[config.mk]
export PLATFORM = sky130hd
export DESIGN_NAME = display_temperature_slew_limiter_flat
export DESIGN_NICKNAME = d
export VERILOG_FILES = /design/src/rtl/dtsl_pkg.sv /design/src/rtl/dtsl_in_if.sv /design/src/rtl/dtsl_out_if.sv /design/src/rtl/display_temperature_slew_limiter.sv /design/src/rtl/dtsl_step.sv /design/src/rtl/dtsl_next.sv /design/src/flat_wrapper.sv
export SDC_FILE = /design/constraint.sdc
export NUM_CORES = 1
export LEC_CHECK = 0
export BUFFER_PORTS_ARGS = -buffer_cell sky130_fd_sc_hd__buf_4
export CORE_ASPECT_RATIO = 0.5
export CORE_MARGIN = 5
export CORE_UTILIZATION = 55
export DETAILED_ROUTE_END_ITERATION = 10
export HOLD_SLACK_MARGIN = 0.05
export PLACE_DENSITY = 0.72
export SKIP_LAST_GASP = 1
export SYNTH_ARGS = -nofsm -noshare
export SYNTH_HDL_FRONTEND = slang
export SYNTH_SLANG_ARGS = --single-unit
[constraint.sdc]
create_clock -name clk -period 24 [get_ports clk]
set_clock_uncertainty 0.2 [all_clocks]
set_input_delay 0 -clock clk [delete_from_list [all_inputs] [get_ports clk]]
set_output_delay 0 -clock clk [all_outputs]
set_load 0.005 [all_outputs]
[src/rtl/dtsl_pkg.sv]
// Shared types, constants and the speed reciprocal table of the display slew limiter.
package dtsl_pkg;

	localparam int TEMP_W     = 15;
	localparam int DIFF_W     = TEMP_W + 1;
	localparam int NEXT_W     = TEMP_W + 2;
	localparam int MS_W       = 10;
	localparam int LIMIT_W    = 10;
	localparam int MIN_STEP_W = 8;
	localparam int MOVE_W     = LIMIT_W + 1;
	localparam int CFG_DATA_W = 10;
	localparam int CFG_IDX_W  = 1;

	// step = floor(speed10 * scale10 * ms * 16 / 100000) = floor(ms * K / 6250).
	// Each entry holds ceil(K * 2^RECIP_SHIFT / 6250); 2^23 > 1023 * 6250 keeps it exact.
	localparam int RECIP_SHIFT = 23;
	localparam int RECIP_W     = 25;
	localparam int PROD_W      = RECIP_W + MS_W;
	localparam int RAW_STEP_W  = PROD_W - RECIP_SHIFT;

	localparam int SPEED_N = 9;
	localparam int SCALE_N = 3;
	localparam longint unsigned RECIP_DEN = 64'd6250;

	localparam logic signed [TEMP_W-1:0] TEMP_MIN   = 15'sh4000;
	localparam logic signed [TEMP_W-1:0] TEMP_MAX   = 15'sh3fff;
	localparam logic signed [TEMP_W-1:0] STAGE_LOW  = 15'sd2400;
	localparam logic signed [TEMP_W-1:0] STAGE_HIGH = 15'sd4800;

	localparam logic [LIMIT_W-1:0]    LIMIT_RESET    = 10'd240;
	localparam logic [MIN_STEP_W-1:0] MIN_STEP_RESET = 8'd8;

	typedef enum logic [CFG_IDX_W-1:0] {
		REG_STEP_LIMIT = 1'b0,
		REG_MIN_STEP   = 1'b1
	} cfg_reg_t;

	typedef enum logic [1:0] {
		SCALE_SLOW  = 2'd0,
		SCALE_MID   = 2'd1,
		SCALE_HOT   = 2'd2
	} scale_sel_t;

	typedef struct packed {
		logic [LIMIT_W-1:0]    step;
		logic [TEMP_W-1:0]     mag;
		logic                  neg;
	} step_info_t;

	localparam logic [RECIP_W-1:0] RECIP_TBL [SPEED_N][SCALE_N] = '{
		'{RECIP_W'(((64'd1200 * 64'd18) << RECIP_SHIFT) / RECIP_DEN + 64'd1),
		  RECIP_W'(((64'd1200 * 64'd10) << RECIP_SHIFT) / RECIP_DEN + 64'd1),
		  RECIP_W'(((64'd1200 * 64'd9)  << RECIP_SHIFT) / RECIP_DEN + 64'd1)},
		'{RECIP_W'(((64'd800 * 64'd18) << RECIP_SHIFT) / RECIP_DEN + 64'd1),
		  RECIP_W'(((64'd800 * 64'd10) << RECIP_SHIFT) / RECIP_DEN + 64'd1),
		  RECIP_W'(((64'd800 * 64'd9)  << RECIP_SHIFT) / RECIP_DEN + 64'd1)},
		'{RECIP_W'(((64'd600 * 64'd18) << RECIP_SHIFT) / RECIP_DEN + 64'd1),
		  RECIP_W'(((64'd600 * 64'd10) << RECIP_SHIFT) / RECIP_DEN + 64'd1),
		  RECIP_W'(((64'd600 * 64'd9)  << RECIP_SHIFT) / RECIP_DEN + 64'd1)},
		'{RECIP_W'(((64'd400 * 64'd18) << RECIP_SHIFT) / RECIP_DEN + 64'd1),
		  RECIP_W'(((64'd400 * 64'd10) << RECIP_SHIFT) / RECIP_DEN + 64'd1),
		  RECIP_W'(((64'd400 * 64'd9)  << RECIP_SHIFT) / RECIP_DEN + 64'd1)},
		'{RECIP_W'(((64'd250 * 64'd18) << RECIP_SHIFT) / RECIP_DEN + 64'd1),
		  RECIP_W'(((64'd250 * 64'd10) << RECIP_SHIFT) / RECIP_DEN + 64'd1),
		  RECIP_W'(((64'd250 * 64'd9)  << RECIP_SHIFT) / RECIP_DEN + 64'd1)},
		'{RECIP_W'(((64'd150 * 64'd18) << RECIP_SHIFT) / RECIP_DEN + 64'd1),
		  RECIP_W'(((64'd150 * 64'd10) << RECIP_SHIFT) / RECIP_DEN + 64'd1),
		  RECIP_W'(((64'd150 * 64'd9)  << RECIP_SHIFT) / RECIP_DEN + 64'd1)},
		'{RECIP_W'(((64'd60 * 64'd18) << RECIP_SHIFT) / RECIP_DEN + 64'd1),
		  RECIP_W'(((64'd60 * 64'd10) << RECIP_SHIFT) / RECIP_DEN + 64'd1),
		  RECIP_W'(((64'd60 * 64'd9)  << RECIP_SHIFT) / RECIP_DEN + 64'd1)},
		'{RECIP_W'(((64'd30 * 64'd18) << RECIP_SHIFT) / RECIP_DEN + 64'd1),
		  RECIP_W'(((64'd30 * 64'd10) << RECIP_SHIFT) / RECIP_DEN + 64'd1),
		  RECIP_W'(((64'd30 * 64'd9)  << RECIP_SHIFT) / RECIP_DEN + 64'd1)},
		'{RECIP_W'(((64'd15 * 64'd18) << RECIP_SHIFT) / RECIP_DEN + 64'd1),
		  RECIP_W'(((64'd15 * 64'd10) << RECIP_SHIFT) / RECIP_DEN + 64'd1),
		  RECIP_W'(((64'd15 * 64'd9)  << RECIP_SHIFT) / RECIP_DEN + 64'd1)}
	};

endpackage

[src/rtl/dtsl_in_if.sv]
// Input channel: measured temperature, elapsed time and heater flags.
interface dtsl_in_if;
	logic                                  valid;
	logic                                  ready;
	logic signed [dtsl_pkg::TEMP_W-1:0]    measured_temp;
	logic [dtsl_pkg::MS_W-1:0]             elapsed_ms;
	logic                                  control_enabled;
	logic                                  heating_on;

	modport source(output valid, measured_temp, elapsed_ms, control_enabled, heating_on,
		input ready);
	modport sink(input valid, measured_temp, elapsed_ms, control_enabled, heating_on,
		output ready);
endinterface

[src/rtl/dtsl_out_if.sv]
// Result channel: new displayed temperature and landing flag.
interface dtsl_out_if;
	logic                                  valid;
	logic                                  ready;
	logic signed [dtsl_pkg::TEMP_W-1:0]    display_temp;
	logic                                  reached_target;

	modport source(output valid, display_temp, reached_target, input ready);
	modport sink(input valid, display_temp, reached_target, output ready);
endinterface

[src/rtl/display_temperature_slew_limiter.sv]
// Display temperature slew limiter: moves the shown temperature toward each measurement.
//
// item_in carries measured_temp (1/16 C), elapsed_ms and the two heater flags;
// result_out returns display_temp and reached_target, one result per item.
// Both channels transfer when valid and ready are high at a rising clk edge.
// cfg_we writes cfg_data into the step limit (index 0) or min_step (index 1);
// write only while no item is in flight.
// Throughput: one item per cycle while results are taken; the shown-temperature loop closes
// through the shown_q register and one rate multiply (10 x 25 bits).
// A stalled receiver holds the result register; one more item waits in the
// input register and item_in.ready drops until the result is taken.
// arst_n clears the shown temperature to 0, empties both registers and loads
// a step limit of 240 and min_step = 8.
module display_temperature_slew_limiter (
	input  logic                                  clk,
	input  logic                                  arst_n,
	input  logic                                  cfg_we,
	input  logic [dtsl_pkg::CFG_IDX_W-1:0]        cfg_index,
	input  logic [dtsl_pkg::CFG_DATA_W-1:0]       cfg_data,
	dtsl_in_if.sink                               item_in,
	dtsl_out_if.source                            result_out
);
	logic [dtsl_pkg::LIMIT_W-1:0]          step_limit_q;
	logic [dtsl_pkg::MIN_STEP_W-1:0]       min_step_q;
	logic signed [dtsl_pkg::TEMP_W-1:0]    shown_q;

	logic                                  valid_s1;
	logic signed [dtsl_pkg::TEMP_W-1:0]    meas_s1;
	logic [dtsl_pkg::MS_W-1:0]             ms_s1;
	logic                                  slew_en_s1;

	logic                                  valid_s2;
	logic signed [dtsl_pkg::TEMP_W-1:0]    display_s2;
	logic                                  reached_s2;

	logic                                  advance;
	dtsl_pkg::step_info_t                  info;
	logic signed [dtsl_pkg::TEMP_W-1:0]    next_temp;
	logic                                  reached;

	always_ff @(posedge clk or negedge arst_n) begin
		if (!arst_n) begin
			step_limit_q <= dtsl_pkg::LIMIT_RESET;
			min_step_q   <= dtsl_pkg::MIN_STEP_RESET;
		end else if (cfg_we) begin
			unique case (dtsl_pkg::cfg_reg_t'(cfg_index))
				dtsl_pkg::REG_STEP_LIMIT: step_limit_q <= cfg_data[dtsl_pkg::LIMIT_W-1:0];
				dtsl_pkg::REG_MIN_STEP:   min_step_q <= cfg_data[dtsl_pkg::MIN_STEP_W-1:0];
				default: ;
			endcase
		end
	end

	assign advance       = valid_s1 && (!valid_s2 || result_out.ready);
	assign item_in.ready = !valid_s1 || advance;

	always_ff @(posedge clk or negedge arst_n) begin
		if (!arst_n) begin
			valid_s1 <= 1'b0;
		end else if (item_in.ready) begin
			valid_s1 <= item_in.valid;
		end
	end

	always_ff @(posedge clk) begin
		if (item_in.valid && item_in.ready) begin
			meas_s1    <= item_in.measured_temp;
			ms_s1      <= item_in.elapsed_ms;
			slew_en_s1 <= item_in.control_enabled && item_in.heating_on;
		end
	end

	dtsl_step u_step (
		.measured_temp (meas_s1),
		.shown_temp    (shown_q),
		.elapsed_ms    (ms_s1),
		.step_limit    (step_limit_q),
		.info          (info)
	);

	dtsl_next u_next (
		.measured_temp (meas_s1),
		.shown_temp    (shown_q),
		.slew_en       (slew_en_s1),
		.info          (info),
		.min_step      (min_step_q),
		.next_temp     (next_temp),
		.reached       (reached)
	);

	// commit the new shown temperature together with the result
	always_ff @(posedge clk or negedge arst_n) begin
		if (!arst_n) begin
			shown_q  <= '0;
			valid_s2 <= 1'b0;
		end else if (advance) begin
			shown_q  <= next_temp;
			valid_s2 <= 1'b1;
		end else if (result_out.ready) begin
			valid_s2 <= 1'b0;
		end
	end

	always_ff @(posedge clk) begin
		if (advance) begin
			display_s2 <= next_temp;
			reached_s2 <= reached;
		end
	end

	assign result_out.valid          = valid_s2;
	assign result_out.display_temp   = display_s2;
	assign result_out.reached_target = reached_s2;
endmodule

[src/rtl/dtsl_step.sv]
// Step size: difference, speed ladder, stage scale, rate multiply and clamp.
module dtsl_step (
	input  logic signed [dtsl_pkg::TEMP_W-1:0]     measured_temp,
	input  logic signed [dtsl_pkg::TEMP_W-1:0]     shown_temp,
	input  logic [dtsl_pkg::MS_W-1:0]              elapsed_ms,
	input  logic [dtsl_pkg::LIMIT_W-1:0]           step_limit,
	output dtsl_pkg::step_info_t                   info
);
	logic signed [dtsl_pkg::DIFF_W-1:0]   diff;
	logic [dtsl_pkg::DIFF_W-1:0]          mag_full;
	logic [dtsl_pkg::TEMP_W-1:0]          mag;
	logic [3:0]                           speed_idx;
	dtsl_pkg::scale_sel_t                 scale_sel;
	logic [dtsl_pkg::RECIP_W-1:0]         recip;
	logic [dtsl_pkg::PROD_W-1:0]          prod;
	logic [dtsl_pkg::RAW_STEP_W-1:0]      raw_step;

	assign diff     = dtsl_pkg::DIFF_W'(measured_temp) - dtsl_pkg::DIFF_W'(shown_temp);
	assign mag_full = diff[dtsl_pkg::DIFF_W-1] ? dtsl_pkg::DIFF_W'(-diff)
		: dtsl_pkg::DIFF_W'(diff);
	// |diff| never exceeds 32767, so the top bit is always clear
	assign mag = mag_full[dtsl_pkg::TEMP_W-1:0];

	always_comb begin
		priority if (mag > 15'd1600) speed_idx = 4'd0;
		else if (mag > 15'd800)      speed_idx = 4'd1;
		else if (mag > 15'd480)      speed_idx = 4'd2;
		else if (mag > 15'd240)      speed_idx = 4'd3;
		else if (mag > 15'd128)      speed_idx = 4'd4;
		else if (mag > 15'd48)       speed_idx = 4'd5;
		else if (mag > 15'd32)       speed_idx = 4'd6;
		else if (mag > 15'd16)       speed_idx = 4'd7;
		else                         speed_idx = 4'd8;
	end

	always_comb begin
		priority if (shown_temp < dtsl_pkg::STAGE_LOW)  scale_sel = dtsl_pkg::SCALE_SLOW;
		else if (shown_temp > dtsl_pkg::STAGE_HIGH)     scale_sel = dtsl_pkg::SCALE_HOT;
		else                                            scale_sel = dtsl_pkg::SCALE_MID;
	end

	assign recip = dtsl_pkg::RECIP_TBL[speed_idx][scale_sel];

	assign prod     = dtsl_pkg::PROD_W'(elapsed_ms) * dtsl_pkg::PROD_W'(recip);
	assign raw_step = prod[dtsl_pkg::PROD_W-1:dtsl_pkg::RECIP_SHIFT];

	always_comb begin
		info.mag = mag;
		info.neg = diff[dtsl_pkg::DIFF_W-1];
		if (raw_step > dtsl_pkg::RAW_STEP_W'(step_limit)) begin
			info.step = step_limit;
		end else begin
			info.step = raw_step[dtsl_pkg::LIMIT_W-1:0];
		end
	end
endmodule

[src/rtl/dtsl_next.sv]
// Next displayed temperature: overshoot landing, minimum step, saturation.
module dtsl_next (
	input  logic signed [dtsl_pkg::TEMP_W-1:0]     measured_temp,
	input  logic signed [dtsl_pkg::TEMP_W-1:0]     shown_temp,
	input  logic                                   slew_en,
	input  dtsl_pkg::step_info_t                   info,
	input  logic [dtsl_pkg::MIN_STEP_W-1:0]        min_step,
	output logic signed [dtsl_pkg::TEMP_W-1:0]     next_temp,
	output logic                                   reached
);
	logic [dtsl_pkg::MOVE_W-1:0]          move;
	logic signed [dtsl_pkg::NEXT_W-1:0]   moved;

	always_comb begin
		move = dtsl_pkg::MOVE_W'(info.step);
		if (info.mag > dtsl_pkg::TEMP_W'(min_step)
				&& info.step < dtsl_pkg::LIMIT_W'(min_step)) begin
			move = dtsl_pkg::MOVE_W'(info.step) + dtsl_pkg::MOVE_W'(min_step);
		end
	end

	always_comb begin
		if (info.neg) begin
			moved = dtsl_pkg::NEXT_W'(shown_temp) - signed'({6'd0, move});
		end else begin
			moved = dtsl_pkg::NEXT_W'(shown_temp) + signed'({6'd0, move});
		end
	end

	always_comb begin
		// jump straight to the measurement when control is off, the heater is idle or the step overshoots
		priority if (!slew_en || info.mag < dtsl_pkg::TEMP_W'(info.step)) begin
			next_temp = measured_temp;
		end else if (moved < dtsl_pkg::NEXT_W'(dtsl_pkg::TEMP_MIN)) begin
			next_temp = dtsl_pkg::TEMP_MIN;
		end else if (moved > dtsl_pkg::NEXT_W'(dtsl_pkg::TEMP_MAX)) begin
			next_temp = dtsl_pkg::TEMP_MAX;
		end else begin
			next_temp = moved[dtsl_pkg::TEMP_W-1:0];
		end
	end

	assign reached = (next_temp == measured_temp);
endmodule
[src/flat_wrapper.sv]
// flat-port wrapper written by rule: the top's interface ports become plain ports
module display_temperature_slew_limiter_flat 
  (clk, arst_n, cfg_we, cfg_index, cfg_data, item_in_valid, item_in_measured_temp, item_in_elapsed_ms, item_in_control_enabled, item_in_heating_on, item_in_ready, result_out_valid, result_out_display_temp, result_out_reached_target, result_out_ready);
  dtsl_in_if item_in_i ();
  dtsl_out_if result_out_i ();
  input  logic clk;
  input  logic arst_n;
  input  logic cfg_we;
  input  logic [dtsl_pkg::CFG_IDX_W-1:0] cfg_index;
  input  logic [dtsl_pkg::CFG_DATA_W-1:0] cfg_data;
  input wire logic [$bits(item_in_i.valid)-1:0] item_in_valid;
  input wire logic [$bits(item_in_i.measured_temp)-1:0] item_in_measured_temp;
  input wire logic [$bits(item_in_i.elapsed_ms)-1:0] item_in_elapsed_ms;
  input wire logic [$bits(item_in_i.control_enabled)-1:0] item_in_control_enabled;
  input wire logic [$bits(item_in_i.heating_on)-1:0] item_in_heating_on;
  output wire logic [$bits(item_in_i.ready)-1:0] item_in_ready;
  output wire logic [$bits(result_out_i.valid)-1:0] result_out_valid;
  output wire logic [$bits(result_out_i.display_temp)-1:0] result_out_display_temp;
  output wire logic [$bits(result_out_i.reached_target)-1:0] result_out_reached_target;
  input wire logic [$bits(result_out_i.ready)-1:0] result_out_ready;
  assign item_in_i.valid = item_in_valid;
  assign item_in_i.measured_temp = item_in_measured_temp;
  assign item_in_i.elapsed_ms = item_in_elapsed_ms;
  assign item_in_i.control_enabled = item_in_control_enabled;
  assign item_in_i.heating_on = item_in_heating_on;
  assign item_in_ready = item_in_i.ready;
  assign result_out_valid = result_out_i.valid;
  assign result_out_display_temp = result_out_i.display_temp;
  assign result_out_reached_target = result_out_i.reached_target;
  assign result_out_i.ready = result_out_ready;
  display_temperature_slew_limiter u_core (.clk(clk), .arst_n(arst_n), .cfg_we(cfg_we), .cfg_index(cfg_index), .cfg_data(cfg_data), .item_in(item_in_i), .result_out(result_out_i));
endmodule
# Yosys cells after proc, flatten, opt, wreduce, memory -nomap -nowiden

Memories as Yosys holds them, arrays and structs flattened.
Cells that the tools add are included.

Reductions and logical operators: 13
Muxes and demuxes: 24
Equality and inequality tests: 1
Bitwise logic cells: 3
$mul: 1
$add $sub $neg: 5
Magnitude comparators: 18

Operator list:

| cell                                                                   | count |
|---|---|
| 75-bit two-way mux                                                     | 2 |
| 15-bit two-way mux                                                     | 4 |
| 25-bit binary-select mux with 2-bit select                             | 1 |
| 25-bit two-way mux                                                     | 2 |
| 10-bit by 25-bit multiplier with 35-bit output                         | 1 |
| 4-bit two-way mux                                                      | 8 |
| 15-bit by 6-bit > comparator with 1-bit output, second input constant  | 2 |
| 15-bit by 8-bit > comparator with 1-bit output, second input constant  | 2 |
| 17-bit by 15-bit > comparator with 1-bit output, second input constant | 1 |
| 17-bit by 15-bit < comparator with 1-bit output, second input constant | 1 |
| 17-bit two-way mux                                                     | 1 |
| 15-bit by 12-bit adder with 16-bit output                              | 1 |
| 15-bit by 12-bit subtractor with 16-bit output                         | 1 |
| 15-bit by 15-bit subtractor with 16-bit output                         | 1 |
| 15-bit == test                                                         | 1 |
| 15-bit by 10-bit > comparator with 1-bit output, second input constant | 1 |
| 15-bit by 11-bit > comparator with 1-bit output, second input constant | 1 |
| 15-bit by 14-bit > comparator with 1-bit output, second input constant | 1 |
| 15-bit by 5-bit > comparator with 1-bit output, second input constant  | 1 |
| 15-bit by 8-bit > comparator with 1-bit output                         | 1 |
| 15-bit by 9-bit > comparator with 1-bit output, second input constant  | 1 |
| 15-bit by 10-bit < comparator with 1-bit output                        | 1 |
| 15-bit by 13-bit < comparator with 1-bit output, second input constant | 1 |
| 15-bit negation                                                        | 1 |
| 17 further kinds                                                       | 27 |

Output and inout port bits: 18
Bits in read-only memories: 1200
Input port bits: 43
Flip-flop bits (word level): 77
Memories: 1

Memory list:

| name            | depth | width | rd ports | clocked after memory_dff | write ports | line            | RTL |
|---|---|---|---|---|---|---|---|
| (no name shown) | 16    | 75    | 1        | 0                        | 0           | dtsl_step.sv:42 | `assign recip = dtsl_pkg::RECIP_TBL[speed_idx][scale_sel];` |

# Logic depth before layout (Yosys ltp)

Depth after elaboration: 32
Gate-level depth with buffers: 107
Depth with buffers taken out: 100

# Hierarchy

Synthesis repeated with hierarchy kept, for this count alone.

Cells, all modules: 1933
Area, all modules: 16547.1 um2

Modules (own cells, without submodules):

| module                           | times used | cells an instance | area an instance (um2) |
|---|---|---|---|
| dtsl_step                        | 1          | 1358              | 10909.2 |
| dtsl_next                        | 1          | 431               | 2982.9 |
| display_temperature_slew_limiter | 1          | 144               | 2655.0 |

# Worst setup path after synthesis

Ideal clock, no wire load.

Kind: reg2reg
From: register u_core.meas_s1[0] (netlist name)
To: register u_core.reached_s2 (netlist: u_core.result_out.reached_target) (data pin)
Cell stages (with the launch flop): 101
Arrival: 20.403 ns
Library setup time: 0.131 ns
Setup slack: 3.266 ns
Data required time: 23.669 ns
Buffers on the path: 7
Cell sequence: edfxtp_1 -> inv_1 -> ha_1 -> fa_1 -> nand2b_1 -> a21bo_1 -> a21oi_1 -> o2111ai_2 -> or4_4 -> or4_4 -> a21oi_4 -> o22ai_2 -> buf_6 -> clkbuf_1 -> nor2_1 -> nor2_1 -> o21ai_0 -> inv_1 -> [65 not listed] -> a21boi_0 -> o21ai_0 -> a21oi_1 -> o21ai_0 -> a21boi_0 -> o21ai_0 -> a21oi_1 -> o21ai_0 -> a21boi_0 -> o21ai_0 -> a21oi_1 -> nor2_1 -> o2111ai_2 -> and2_1 -> buf_6 -> o22a_1 -> a222oi_1 -> a31o_1

Cells in the longest elaborated chain, start to end: 32
Elaborated cells on any way between the ends: 45

Ends and longest elaborated chain:

| what                                                                                                        | line                                    | RTL |
|---|---|---|
| from (decl)                                                                                                 | display_temperature_slew_limiter.sv:28  | `logic signed [dtsl_pkg::TEMP_W-1:0] meas_s1;` |
| from (signal assigned)                                                                                      | display_temperature_slew_limiter.sv:67  | `meas_s1 <= item_in.measured_temp;` |
| 15-bit by 15-bit subtractor with 16-bit output                                                              | dtsl_step.sv:18                         | `assign diff = dtsl_pkg::DIFF_W'(measured_temp) - dtsl_pkg::DIFF_W'(shown_temp);` |
| 15-bit negation                                                                                             | dtsl_step.sv:19                         | `assign mag_full = diff[dtsl_pkg::DIFF_W-1] ? dtsl_pkg::DIFF_W'(-diff)` |
| 15-bit two-way mux                                                                                          | dtsl_step.sv:19                         |  |
| 15-bit by 5-bit > comparator with 1-bit output                                                              | dtsl_step.sv:32                         | `else if (mag > 15'd16) speed_idx = 4'd7;` |
| 4-bit two-way mux                                                                                           | dtsl_step.sv:32                         |  |
| 4-bit two-way mux                                                                                           | dtsl_step.sv:31                         | `else if (mag > 15'd32) speed_idx = 4'd6;` |
| 4-bit two-way mux                                                                                           | dtsl_step.sv:30                         | `else if (mag > 15'd48) speed_idx = 4'd5;` |
| 4-bit two-way mux                                                                                           | dtsl_step.sv:29                         | `else if (mag > 15'd128) speed_idx = 4'd4;` |
| [17 not listed]                                                                                             | n/a                                     |  |
| 15-bit by 12-bit adder with 16-bit output or 15-bit by 12-bit subtractor with 16-bit output (tied branches) | dtsl_next.sv:26, dtsl_next.sv:24        |  |
| 17-bit two-way mux                                                                                          | dtsl_next.sv:23                         | `if (info.neg) begin` |
| 17-bit by 15-bit > comparator with 1-bit output                                                             | dtsl_next.sv:36                         | `end else if (moved > dtsl_pkg::NEXT_W'(dtsl_pkg::TEMP_MAX)) begin` |
| 15-bit two-way mux                                                                                          | dtsl_next.sv:36                         |  |
| 15-bit two-way mux                                                                                          | dtsl_next.sv:34                         | `end else if (moved < dtsl_pkg::NEXT_W'(dtsl_pkg::TEMP_MIN)) begin` |
| 15-bit two-way mux                                                                                          | dtsl_next.sv:32                         | `priority if (!slew_en \|\| info.mag < dtsl_pkg::TEMP_W'(info.step)) begin` |
| 15-bit == test *                                                                                            | dtsl_next.sv:43                         | `assign reached = (next_temp == measured_temp);` |
| named net u_core.reached                                                                                    | display_temperature_slew_limiter.sv:39  | `logic reached;` |
| to (signal assigned)                                                                                        | display_temperature_slew_limiter.sv:107 | `reached_s2 <= reached;` |
| to (decl)                                                                                                   | display_temperature_slew_limiter.sv:34  | `logic reached_s2;` |

The timed path passes the listed nets; every way through them passes the cells marked *. The select of a mux whose other input is x is not followed.
A chain may end at the register's enable or synchronous reset.

# Final worst setup path

Ends and elaborated chain as after synthesis.

==> run summary <==
Crit-path max cell delay - 0.66 ns
Core Rows - 45
Register area share after synthesis - 0.129
Detailed Routing Iterations Pass 1 - 6
Vias per inst - 6.12
Die X-Extent - 256 um
HP Start - item_in_elapsed_ms[3]
Critical Path Most Common Cell - a21oi_1
Hold Crit Depth - 2
First-pass GRT wire length - 80500 um
Crit-path max FO - 22
Post-Synthesis Cells - 2018
DR WL/cell - 19.7 um
Critical Path End Type - flip-flop
Initial antenna violation count - 0
Critical Path AT - 22.20 ns
Worst-margin pin slew - 1.11 ns
Port buffer count - 60
Max frequency - 45.1 MHz
Post-Syn Area per Cell - 8.24 um^2
Core area - 30100 um^2
Vias - 15.4k
Cell area after synthesis - 16600 um^2
CTS clock-pin slew for the worst setup and hold paths - 0.08 ns
Max-Slew Margin vs Limit - 0.258
Number of remaining DRC errors - 0
Total track usage - 0.289
Cts bufs inserted - 9
Layout cells sized above 1 - 0.0982
Min Tclk post-route - 22.17 ns
Endpoints failing setup - 0
Post-synth EDFFs - 42
Most common cell after layout, fill and taps aside - inv_1
Commonest cells after routing, fill and taps aside - inv_1, nand2_1, fa_1, ha_1, nor2_1
Hold_ws - 0.141 ns
CTS tree - built
Count of yosys warnings during synthesis - 0
Netlist cell types - 109
Worst setup SP type - flip-flop
DIE HEIGHT - 133 um
Slew Viols, Final - 0
Status - completed
Vias in the first global route - 15.4k
Slowest CP cell - o22ai_1
Critical path type - reg2reg
Clk root buf - clkbuf_16
Crit Reg-Reg Startpoint - u_core.meas_s1[0]$_DFFE_PP_
Fin. Hold Viols - 0
Maxcap violations - 0
Worst-Skew Late Latency - 0.37 ns
Setup TNS - 0 ns
Starting density of the core - 0.553
Fin crit share - 0.924
Reg2Reg Setup Slack - 1.83 ns
Hold Path Sink - u_core.ms_s1[3]$_DFFE_PP_
#FFs+latches synth - 77
Hold Path Class - in2reg
Top FF cell, synth - edfxtp_1
Syn_nets - 2395
Clock Tree Buf Depth - 2
Die area - 34000 um^2
Max H-tree Level - 3
GPL Wtd Cong - 0.979
Post-route ant nets - 0
Reg2Reg Capture Point - u_core.result_out.reached_target$_DFFE_PP_
Final-stage net count - 2491
CTS Sinks - 77
GRT Residual Overflow - 0
IO Pins - 61
HPWL after DPL - 37700 um
Syn-to-layout area delta - 11.5%
Async SR Flop Fraction - 0.455
Critical path required time - 24.03 ns
Largest net degree at the start of global routing - 33
Worst r2r path cells - 96
Routed WL - 49600 um
Drt initial violations - 1492
[kinds of logic (layout without fill, tap and decap cells)]
family,after synthesis,in the layout,share of synthesized area
compound gates,469,470,0.196
flops,77,77,0.129
xor+xnor,43,43,0.0240
buf+inv,343,443,0.0800
mux,40,40,0.0270
fa+ha+maj,335,335,0.335
other cells,0,1,0
simple gates,711,711,0.209
[stage by stage]
| step | cells | util | area [um^2] | setup WS [ns] |
|---|---|---|---|---|
| final | 2519 | 0.617 | 18500 | 1.83 |
| after global routing | 2518 | 0.616 | 18500 | -0.00905 |
| after CTS | 2516 | 0.613 | 18400 | 1.33 |
| after detailed placement | 2435 | 0.582 | 17500 | 1.41 |
| after global placement | 2435 | 0.582 | 17500 | 1.82 |
| after floorplan | 2018 | - | 16600 | 3.27 |
[flip-flops by register name, indices dropped and copies added (netlist names)]
register,flops
u_core.step_limit_q,10
u_core.result_out.reached_target,1
u_core.meas_s1,15
u_core.valid_s1,1
u_core.min_step_q,8
u_core.slew_en_s1,1
u_core.ms_s1,10
u_core.result_out.display_temp,15
u_core.shown_q,15
u_core.result_out.valid,1
[Yosys cell counts (11+ instances only)]
cell	instances	area [um^2]
inv_1	268	1010
nand2_1	260	976
fa_1	184	3680
ha_1	150	1880
nor2_1	123	462
a21oi_1	119	596
and2_1	97	607
o21ai_0	87	435
clkbuf_1	58	218
nor3_1	56	280
edfxtp_1	42	1260
nand3_1	40	200
xnor2_1	33	289
a21o_1	32	240
dfrtp_1	30	751
mux2_2	25	282
a31oi_1	22	138
and3_1	19	119
nand2b_1	19	119
nor2b_1	18	113
o31ai_1	17	128
nand4_1	15	93.8
nor4_1	15	93.8
o21a_1	15	113
a211oi_1	14	105
mux2i_1	13	130
o211ai_1	12	90.1
or3_1	12	75.1
o21ai_1	11	55.1
o22ai_1	11	68.8
[what timing repair did]
action / 4_1_cts / 5_1_grt
endpoints found under the setup margin: 0 / 31
setup buffers: 0 / 1
gates resized for setup: 0 / 17
hold buffers: 65 / 0
endpoints found under the hold margin: 85 / 0
[worst max path at each step]
stage                                      startpoint                                          to  slack [ns]
after floorplan           u_core.meas_s1[0]$_DFFE_PP_  u_core.result_out.reached_target$_DFFE_PP_        3.27
after global placement    u_core.meas_s1[0]$_DFFE_PP_  u_core.result_out.reached_target$_DFFE_PP_        1.82
after detailed placement  u_core.meas_s1[0]$_DFFE_PP_  u_core.result_out.reached_target$_DFFE_PP_        1.41
after CTS                 u_core.meas_s1[0]$_DFFE_PP_  u_core.result_out.reached_target$_DFFE_PP_        1.33
after global routing      u_core.meas_s1[0]$_DFFE_PP_  u_core.result_out.reached_target$_DFFE_PP_      -0.009
final                     u_core.meas_s1[0]$_DFFE_PP_  u_core.result_out.reached_target$_DFFE_PP_        1.83
[per-layer routing]
metal  wire length (um)  vias up  global-route usage
met3               4030      120              0.0536
met2              22800      690               0.478
li1                   -     7161                   -
met5                  0        -                   0
met1              21100     7452               0.388
met4               1650        0              0.0937
[critical path: cells and delay by family, from the launching register on]
family / cells / cell delay, ns
compound gates: 51 / 10.59
fa+ha+maj: 13 / 5.14
simple gates: 22 / 4.39
buf+inv: 9 / 1.14
flops: 1 / 0.40
mux: 1 / 0.18
[cell type report]
type | instances | area [um^2]
clock inverter | 7 | 56.3
timing repair buffer | 157 | 1350
clock buffer | 9 | 225
sequential | 77 | 2140
fill | 2672 | 11500
tap | 399 | 499
antenna | 1 | 2.50
multi-input combinational | 1599 | 13200
inverter | 270 | 1020
Power is left out: the tool's default activity adds up to more than one toggle a clock period on the data nets, which glitch-free logic cannot reach.
